## src/hdl/msp_pkg.sv

```systemverilog
package msp_pkg;

  // Largest whole frame, header and check byte included, that is parsed.
  localparam int unsigned MAX_FRAME = 1024;
  localparam int unsigned TOTAL_W   = 17;
  localparam logic [TOTAL_W-1:0] MAX_TOTAL = TOTAL_W'(MAX_FRAME);

  // Framing overhead: '$', version, direction, header bytes and check byte.
  localparam logic [TOTAL_W-1:0] V1_OVERHEAD = TOTAL_W'(6);
  localparam logic [TOTAL_W-1:0] V2_OVERHEAD = TOTAL_W'(9);

  // Framing characters.
  localparam logic [7:0] CHAR_START = 8'h24;  // '$'
  localparam logic [7:0] CHAR_V1    = 8'h4D;  // 'M'
  localparam logic [7:0] CHAR_V2    = 8'h58;  // 'X'
  localparam logic [7:0] DIR_RESET  = 8'h3E;  // '>'

  // CRC-8/DVB-S2 polynomial.
  localparam logic [7:0] CRC_POLY = 8'hD5;

  // Parser phase codes.
  localparam logic [3:0] PH_HUNT  = 4'd0;
  localparam logic [3:0] PH_VER   = 4'd1;
  localparam logic [3:0] PH_DIR   = 4'd2;
  localparam logic [3:0] PH_SIZE1 = 4'd3;
  localparam logic [3:0] PH_CMD1  = 4'd4;
  localparam logic [3:0] PH_FLAG2 = 4'd5;
  localparam logic [3:0] PH_IDLO  = 4'd6;
  localparam logic [3:0] PH_IDHI  = 4'd7;
  localparam logic [3:0] PH_LENLO = 4'd8;
  localparam logic [3:0] PH_LENHI = 4'd9;
  localparam logic [3:0] PH_PAY   = 4'd10;
  localparam logic [3:0] PH_CHECK = 4'd11;

  // Result kinds and verdicts.
  localparam logic       KIND_PAYLOAD = 1'b0;
  localparam logic       KIND_END     = 1'b1;
  localparam logic [1:0] VERDICT_GOOD     = 2'd0;
  localparam logic [1:0] VERDICT_BAD      = 2'd1;
  localparam logic [1:0] VERDICT_OVERFLOW = 2'd2;

  // One result item.
  typedef struct packed {
    logic        kind;
    logic [7:0]  payload_byte;
    logic        version;
    logic [7:0]  frame_flag;
    logic [15:0] message_id;
    logic [15:0] payload_length;
    logic [1:0]  verdict;
  } res_t;

  // One byte step of CRC-8/DVB-S2, MSB first.
  function automatic logic [7:0] crc8_step(input logic [7:0] crc, input logic [7:0] b);
    logic [7:0] c;
    c = crc ^ b;
    for (int i = 0; i < 8; i++) begin
      if (c[7]) begin
        c = {c[6:0], 1'b0} ^ CRC_POLY;
      end else begin
        c = {c[6:0], 1'b0};
      end
    end
    return c;
  endfunction

endpackage

```

## src/hdl/msp_frame_parser.sv

```systemverilog
// Channel  | Handshake            | Payload
// ---------+----------------------+------------------------------------------
// input    | in_valid / in_stall  | rx_byte
// output   | out_valid / out_stall| kind, payload_byte, version, frame_flag,
//          |                      | message_id, payload_length, verdict
// config   | cfg_write            | cfg_data (expected direction character)
//
// One byte is taken every cycle while in_stall is low; its result, if any, goes to
// the output register, or to the skid register if that is stalled. Parse state and
// checksum update in the transfer's cycle: one parallel CRC-8 step (v2) or XOR (v1).
// A two-entry output stage (output register plus skid register) lets input
// keep flowing while one result waits; in_stall rises only once both hold data.
// Synchronous reset returns the parser to hunting for '$' and empties the
// output stage; the direction register resets to '>'.
module msp_frame_parser
  import msp_pkg::*;
(
  input  logic        clk,
  input  logic        rst,
  input  logic        cfg_write,
  input  logic [7:0]  cfg_data,
  input  logic        in_valid,
  output logic        in_stall,
  input  logic [7:0]  rx_byte,
  output logic        out_valid,
  input  logic        out_stall,
  output logic        kind,
  output logic [7:0]  payload_byte,
  output logic        version,
  output logic [7:0]  frame_flag,
  output logic [15:0] message_id,
  output logic [15:0] payload_length,
  output logic [1:0]  verdict
);

  logic [7:0]  expected_direction;
  logic [3:0]  phase, phase_next;
  logic [15:0] byte_index, byte_index_next;
  logic        frame_version, frame_version_next;
  logic [7:0]  flag_store, flag_store_next;
  logic [15:0] id_store, id_store_next;
  logic [15:0] length_store, length_store_next;
  logic [7:0]  running_check, running_check_next;

  logic        in_xfer;
  logic        res_valid;
  res_t        res;
  logic        emit_kind;
  logic [7:0]  emit_byte;
  logic [1:0]  emit_verdict;
  logic [7:0]  check_absorbed;
  logic [15:0] hdr_length;
  logic [TOTAL_W-1:0] frame_total;
  logic        too_long;

  logic        out_valid_r;
  res_t        out_res;
  logic        skid_valid;
  res_t        skid_res;
  logic        out_free;

  // Direction character register.
  always_ff @(posedge clk) begin
    if (rst) begin
      expected_direction <= DIR_RESET;
    end else if (cfg_write) begin
      expected_direction <= cfg_data;
    end
  end

  assign in_stall = skid_valid;
  assign in_xfer  = in_valid && !in_stall;

  // The received byte folded into the running check for the current version.
  assign check_absorbed = frame_version ? crc8_step(running_check, rx_byte)
                                        : (running_check ^ rx_byte);

  // Length as it stands once the header is complete, and the whole frame size.
  assign hdr_length  = (phase == PH_LENHI) ? {rx_byte, length_store[7:0]} : length_store;
  assign frame_total = {1'b0, hdr_length} + (frame_version ? V2_OVERHEAD : V1_OVERHEAD);
  assign too_long    = frame_total > MAX_TOTAL;

  // Parser next state and result.
  always_comb begin
    phase_next         = phase;
    byte_index_next    = byte_index;
    frame_version_next = frame_version;
    flag_store_next    = flag_store;
    id_store_next      = id_store;
    length_store_next  = length_store;
    running_check_next = running_check;
    res_valid          = 1'b0;
    emit_kind          = KIND_PAYLOAD;
    emit_byte          = 8'd0;
    emit_verdict       = VERDICT_GOOD;

    unique case (phase)
      PH_HUNT: begin
        if (rx_byte == CHAR_START) begin
          phase_next         = PH_VER;
          byte_index_next    = 16'd0;
          frame_version_next = 1'b0;
          flag_store_next    = 8'd0;
          id_store_next      = 16'd0;
          length_store_next  = 16'd0;
          running_check_next = 8'd0;
        end
      end
      PH_VER: begin
        if (rx_byte == CHAR_V2) begin
          frame_version_next = 1'b1;
          phase_next         = PH_DIR;
        end else if (rx_byte == CHAR_V1) begin
          frame_version_next = 1'b0;
          phase_next         = PH_DIR;
        end else begin
          phase_next = PH_HUNT;
        end
      end
      PH_DIR: begin
        if (rx_byte == expected_direction) begin
          phase_next = frame_version ? PH_FLAG2 : PH_SIZE1;
        end else begin
          phase_next = PH_HUNT;
        end
      end
      PH_SIZE1: begin
        length_store_next  = {8'd0, rx_byte};
        running_check_next = check_absorbed;
        phase_next         = PH_CMD1;
      end
      PH_FLAG2: begin
        flag_store_next    = rx_byte;
        running_check_next = check_absorbed;
        phase_next         = PH_IDLO;
      end
      PH_IDLO: begin
        id_store_next      = {8'd0, rx_byte};
        running_check_next = check_absorbed;
        phase_next         = PH_IDHI;
      end
      PH_IDHI: begin
        id_store_next      = {rx_byte, id_store[7:0]};
        running_check_next = check_absorbed;
        phase_next         = PH_LENLO;
      end
      PH_LENLO: begin
        length_store_next  = {8'd0, rx_byte};
        running_check_next = check_absorbed;
        phase_next         = PH_LENHI;
      end
      PH_CMD1, PH_LENHI: begin
        // Header complete: abort oversized frames, else go to payload or check.
        if (phase == PH_CMD1) begin
          id_store_next = {8'd0, rx_byte};
        end else begin
          length_store_next = hdr_length;
        end
        running_check_next = check_absorbed;
        byte_index_next    = 16'd0;
        if (too_long) begin
          res_valid    = 1'b1;
          emit_kind    = KIND_END;
          emit_verdict = VERDICT_OVERFLOW;
          phase_next   = PH_HUNT;
        end else if (hdr_length != 16'd0) begin
          phase_next = PH_PAY;
        end else begin
          phase_next = PH_CHECK;
        end
      end
      PH_PAY: begin
        running_check_next = check_absorbed;
        byte_index_next    = byte_index + 16'd1;
        if (byte_index_next >= length_store) begin
          phase_next = PH_CHECK;
        end
        res_valid = 1'b1;
        emit_byte = rx_byte;
      end
      PH_CHECK: begin
        phase_next   = PH_HUNT;
        res_valid    = 1'b1;
        emit_kind    = KIND_END;
        emit_verdict = (running_check == rx_byte) ? VERDICT_GOOD : VERDICT_BAD;
      end
      default: begin
        phase_next = PH_HUNT;
      end
    endcase

    res.kind           = emit_kind;
    res.payload_byte   = emit_byte;
    res.version        = frame_version_next;
    res.frame_flag     = flag_store_next;
    res.message_id     = id_store_next;
    res.payload_length = length_store_next;
    res.verdict        = emit_verdict;
  end

  // Parser state registers, updated on each input transfer.
  always_ff @(posedge clk) begin
    if (rst) begin
      phase         <= PH_HUNT;
      byte_index    <= 16'd0;
      frame_version <= 1'b0;
      flag_store    <= 8'd0;
      id_store      <= 16'd0;
      length_store  <= 16'd0;
      running_check <= 8'd0;
    end else if (in_xfer) begin
      phase         <= phase_next;
      byte_index    <= byte_index_next;
      frame_version <= frame_version_next;
      flag_store    <= flag_store_next;
      id_store      <= id_store_next;
      length_store  <= length_store_next;
      running_check <= running_check_next;
    end
  end

  // Output register with a skid register behind it.
  assign out_free = !out_valid_r || !out_stall;

  always_ff @(posedge clk) begin
    if (rst) begin
      out_valid_r <= 1'b0;
      skid_valid  <= 1'b0;
    end else if (out_free) begin
      if (skid_valid) begin
        out_valid_r <= 1'b1;
        skid_valid  <= 1'b0;
      end else begin
        out_valid_r <= in_xfer && res_valid;
      end
    end else if (in_xfer && res_valid) begin
      skid_valid <= 1'b1;
    end
  end

  always_ff @(posedge clk) begin
    if (out_free) begin
      out_res <= skid_valid ? skid_res : res;
    end
    if (!out_free && in_xfer && res_valid) begin
      skid_res <= res;
    end
  end

  assign out_valid      = out_valid_r;
  assign kind           = out_res.kind;
  assign payload_byte   = out_res.payload_byte;
  assign version        = out_res.version;
  assign frame_flag     = out_res.frame_flag;
  assign message_id     = out_res.message_id;
  assign payload_length = out_res.payload_length;
  assign verdict        = out_res.verdict;

endmodule

```

## config.mk

```make
export PLATFORM = sky130hd
export DESIGN_NAME = msp_frame_parser
export DESIGN_NICKNAME = d
export VERILOG_FILES = /design/src/hdl/msp_pkg.sv /design/src/hdl/msp_frame_parser.sv
export SDC_FILE = /design/constraint.sdc
export NUM_CORES = 1
export LEC_CHECK = 0
export ABC_CLOCK_PERIOD_IN_PS = 8100
export BUFFER_PORTS_ARGS = -buffer_cell sky130_fd_sc_hd__buf_2
export CAP_MARGIN = 10
export CORE_MARGIN = 8
export CORE_UTILIZATION = 48
export CTS_CLUSTER_SIZE = 28
export DETAILED_ROUTE_END_ITERATION = 10
export PLACE_DENSITY = 0.66
export SYNTH_ARGS = -nofsm -noshare
export SYNTH_HDL_FRONTEND = slang
export SYNTH_SLANG_ARGS = --single-unit
```

## constraint.sdc

```tcl
create_clock -name clk -period 8.1 [get_ports clk]
set_input_delay 0.81 -clock clk [delete_from_list [all_inputs] [get_ports clk]]
set_output_delay 0.81 -clock clk [all_outputs]
set_load 0.02 [all_outputs]
```

==> reports/results.md <==
• 20,800 µm — routed wire length
• 13,900 µm — total half-perimeter wirelength after legalization and detailed placement
• 18.1 µm — detail-routed net length per standard cell
• flip-flop — startpoint types
• 38 — critical-path maximum fanout
• 2 — Max Root-Sink Buffers
• 48.8% — Initial Util
• 74 — number of port buffers
• 0.43 ns — clock latency on the worst-skew pair
• 10 — R2R cell count
• 0 — # hold bufs at CTS
• flip-flop — endpoint kind of the worst setup timing path
• finished, final reports clean — outcome
• sky130_fd_sc_hd__clkbuf_16 — cell at the root of the clock tree
• 0% — FFs w/ async S/R, synth
• 183 — Synth Register Bits
• 0 — number of instances resized during post-cts repair
• 5.71 — average vias per placed instance
• 8.18 ns — data required time of the critical path
• 154 µm — Die Height
• 75 — number of ports placed on the die boundary
• reg -> reg — startpoint-to-endpoint class of the critical path
• sky130_fd_sc_hd__edfxtp_1 34%, sky130_fd_sc_hd__dfxtp_1 17%, sky130_fd_sc_hd__mux2_2 6.2% — main area contributors after synthesis
• 33,600 µm — first-pass GRT wire length
• 0 — number of max-cap violations
• 51.5% — portion of the post-synthesis area used by sequential elements
• 17 — cts bufs inserted
• 0 — number of nets still failing antenna checks after routing
• 234 MHz — Fmax achieved
• 23,700 µm² — die outline area
• frame_version — reg-to-reg startpoint
• 0.00213 W — Pwr Total
• 859 — number of instances in the synthesized netlist
• 3.83 ns — Register-to-Register Setup Slack
• 567 — first-iteration detailed-routing DRC count
• false — unrepaired setup endpoints after global routing
• byte_index[8] — beginning of the worst hold path
• 0.872 — GPL Wtd Cong
• 18,700 µm² — area of the core
• 18.9% — share of layout cells above drive strength 1
• 10.6 µm² — synthesized area divided by synthesized cell count
• 0 — antenna violations before repair
• 0 — DR DRC count
• 947 — Final Net Count
• 17.6% — Global Route Usage Sum
• 6,568 — Vias
• 3.83 ns — post-route worst setup slack
• 0 — Final Slew Violations
• 0 — number of endpoints failing setup at the final stage
• yes — CTS tree
• 4.22 nW — leakage power summed over all cells
• 0.147 mV — maximum resistive drop on vdd
• 0 ns — accumulated negative setup slack
• 0.0105 ns — Final Skew
• 54.5% — share of the core filled with cells
• 52.7% — Final Cycle Share
• 4.27 ns — final worst path period need
• 183 — Clock Sinks
• 5 — first-pass detailed-route iteration total
• 65 — number of different library cells in the post-synthesis netlist
• 0 — grt ovf
• reg -> reg — Hold Crit Class
• 154 µm — horizontal die dimension
• 104 — number of enable-type register cells in the synthesized netlist
• 3.87 ns — DP Worst Slack
• 0 — synth warn
• sky130_fd_sc_hd__edfxtp_1 — commonest register cell after synthesis
• 209 nW/µm² — power density of the placed cells
• 6,281 — via count of the first global-routing pass
• 0 — number of hold violations in the final report
• 0 — antenna cell count
• 34.2% — Yosys top cell area share
• skid_res[29] — Critical Path End
• sky130_fd_sc_hd__edfxtp_1 — largest area contributor in the netlist
• 0.07 ns — Clock Pin Slew Worst Setup and Hold Paths
• 903 — Net Count, Synth
• 9140 µm² — cell area after synthesis
• frame_version — source of the critical timing path
• 0 — number of buffers inserted by post-CTS setup repair
• 0.942 ns — Tightest Pin Transition
• 36.7% — Worst slew margin
• skid_res[29] — Critical R2R Capture
• 50 — row cnt
• 4.34 ns — endpoint arrival time on the critical path
• 4 — H-Tree Level Count
• 68 — pin count of the biggest net entering global routing
• 11.7% — area growth from synthesis to final layout
==> kinds of logic after synthesis <==
logic type | after synthesis | share of synthesized area, %
and+or+nand+nor | 274 | 14.4
DFF | 183 | 51.5
AOI/OAI and AO/OA | 176 | 13.9
buffers and inverters | 82 | 3.68
muxes | 66 | 7.97
xor gates and xnor gates | 54 | 5.18
adders and majority gates | 24 | 3.34
==> worst min path at each step <==
| stage | end | cells past startpoint |
|---|---|---|
| after floorplan | byte_index[8] | 2 |
| after global placement | byte_index[8] | 2 |
| after detailed placement | byte_index[8] | 2 |
| after CTS | byte_index[8] | 2 |
| after global routing | expected_direction[5] | 2 |
| final | byte_index[8] | 2 |
==> routing by layer <==
metal  vias to the layer above  wire, µm  track usage [%]
met2                       149      9930             29.4
met4                         0       386             5.79
met5                         -         0                0
met1                      3169      9560             22.6
li1                       3225         -                -
met3                        25       951             3.25
==> state kept, by name, indices dropped and copies added (netlist names), 8 cells and up <==
name,cells
skid_res,52
expected_direction,8
frame_flag,8
length_store,16
message_id,16
flag_store,8
payload_byte,8
payload_length,16
byte_index,16
id_store,16
running_check,8
==> power breakdown <==
| part | internal (W) | switching, W |
|---|---|---|
| sequential | 0.00101 | 0.0000361 |
| combinational | 0.000112 | 0.000179 |
| clock | 0.000414 | 0.000376 |
| total | 0.00154 | 0.000591 |
==> Yosys cell counts, types with 26 or more instances <==
cell                         n
sky130_fd_sc_hd__a22o_1     35
sky130_fd_sc_hd__nor2_1    111
sky130_fd_sc_hd__a21oi_1    33
sky130_fd_sc_hd__nand2_1    52
sky130_fd_sc_hd__inv_1      26
sky130_fd_sc_hd__mux2_2     50
sky130_fd_sc_hd__edfxtp_1  104
sky130_fd_sc_hd__clkbuf_1   44
sky130_fd_sc_hd__xnor2_1    33
sky130_fd_sc_hd__dfxtp_1    79
sky130_fd_sc_hd__nor3_1     26
sky130_fd_sc_hd__o21ai_0    28
==> final cells by class <==
type / count / area, µm²
timing repair buffer: 81 / 423
clock buffer: 18 / 439
multi-input combinational: 594 / 4110
fill: 1624 / 8500
tap: 234 / 293
inverter: 26 / 97.6
clock inverter: 14 / 133
sequential: 183 / 4710
==> worst max-delay path, stage by stage, from the launching register on <==
cell and delay, ns:
sky130_fd_sc_hd__dfxtp_1 0.73, sky130_fd_sc_hd__inv_1 0.26, sky130_fd_sc_hd__ha_1 0.43, sky130_fd_sc_hd__nor2b_1 0.16
sky130_fd_sc_hd__o311a_1 0.35, sky130_fd_sc_hd__nand2_1 0.10, sky130_fd_sc_hd__xor2_1 0.15, sky130_fd_sc_hd__o41a_1 0.20
sky130_fd_sc_hd__o21bai_1 0.21, sky130_fd_sc_hd__a211oi_4 0.73, sky130_fd_sc_hd__buf_4 0.55
==> stage by stage <==
step	std cells	hold slack (ns)	cell area, µm²
after floorplan	859	0.458	9140
after global placement	1118	0.476	9630
after detailed placement	1118	0.479	9630
after CTS	1150	0.489	10200
after global routing	1150	0.516	10200
final	1150	0.490	10200
==> cell usage in the layout, fill, tap and decap left out, types with 15 or more instances in the layout <==
cell type / instances
sky130_fd_sc_hd__a21oi_1: 33
sky130_fd_sc_hd__a22o_1: 35
sky130_fd_sc_hd__a22oi_1: 16
sky130_fd_sc_hd__buf_2: 74
sky130_fd_sc_hd__clkbuf_16: 17
sky130_fd_sc_hd__dfxtp_1: 78
sky130_fd_sc_hd__edfxtp_1: 104
sky130_fd_sc_hd__ha_1: 22
sky130_fd_sc_hd__inv_1: 26
sky130_fd_sc_hd__mux2_2: 50
sky130_fd_sc_hd__mux2i_1: 15
sky130_fd_sc_hd__nand2_1: 51
sky130_fd_sc_hd__nor2_1: 111
sky130_fd_sc_hd__nor3_1: 26
sky130_fd_sc_hd__o21ai_0: 28
sky130_fd_sc_hd__xnor2_1: 33
sky130_fd_sc_hd__xor2_1: 21
(Power assumes the default switching activity.)
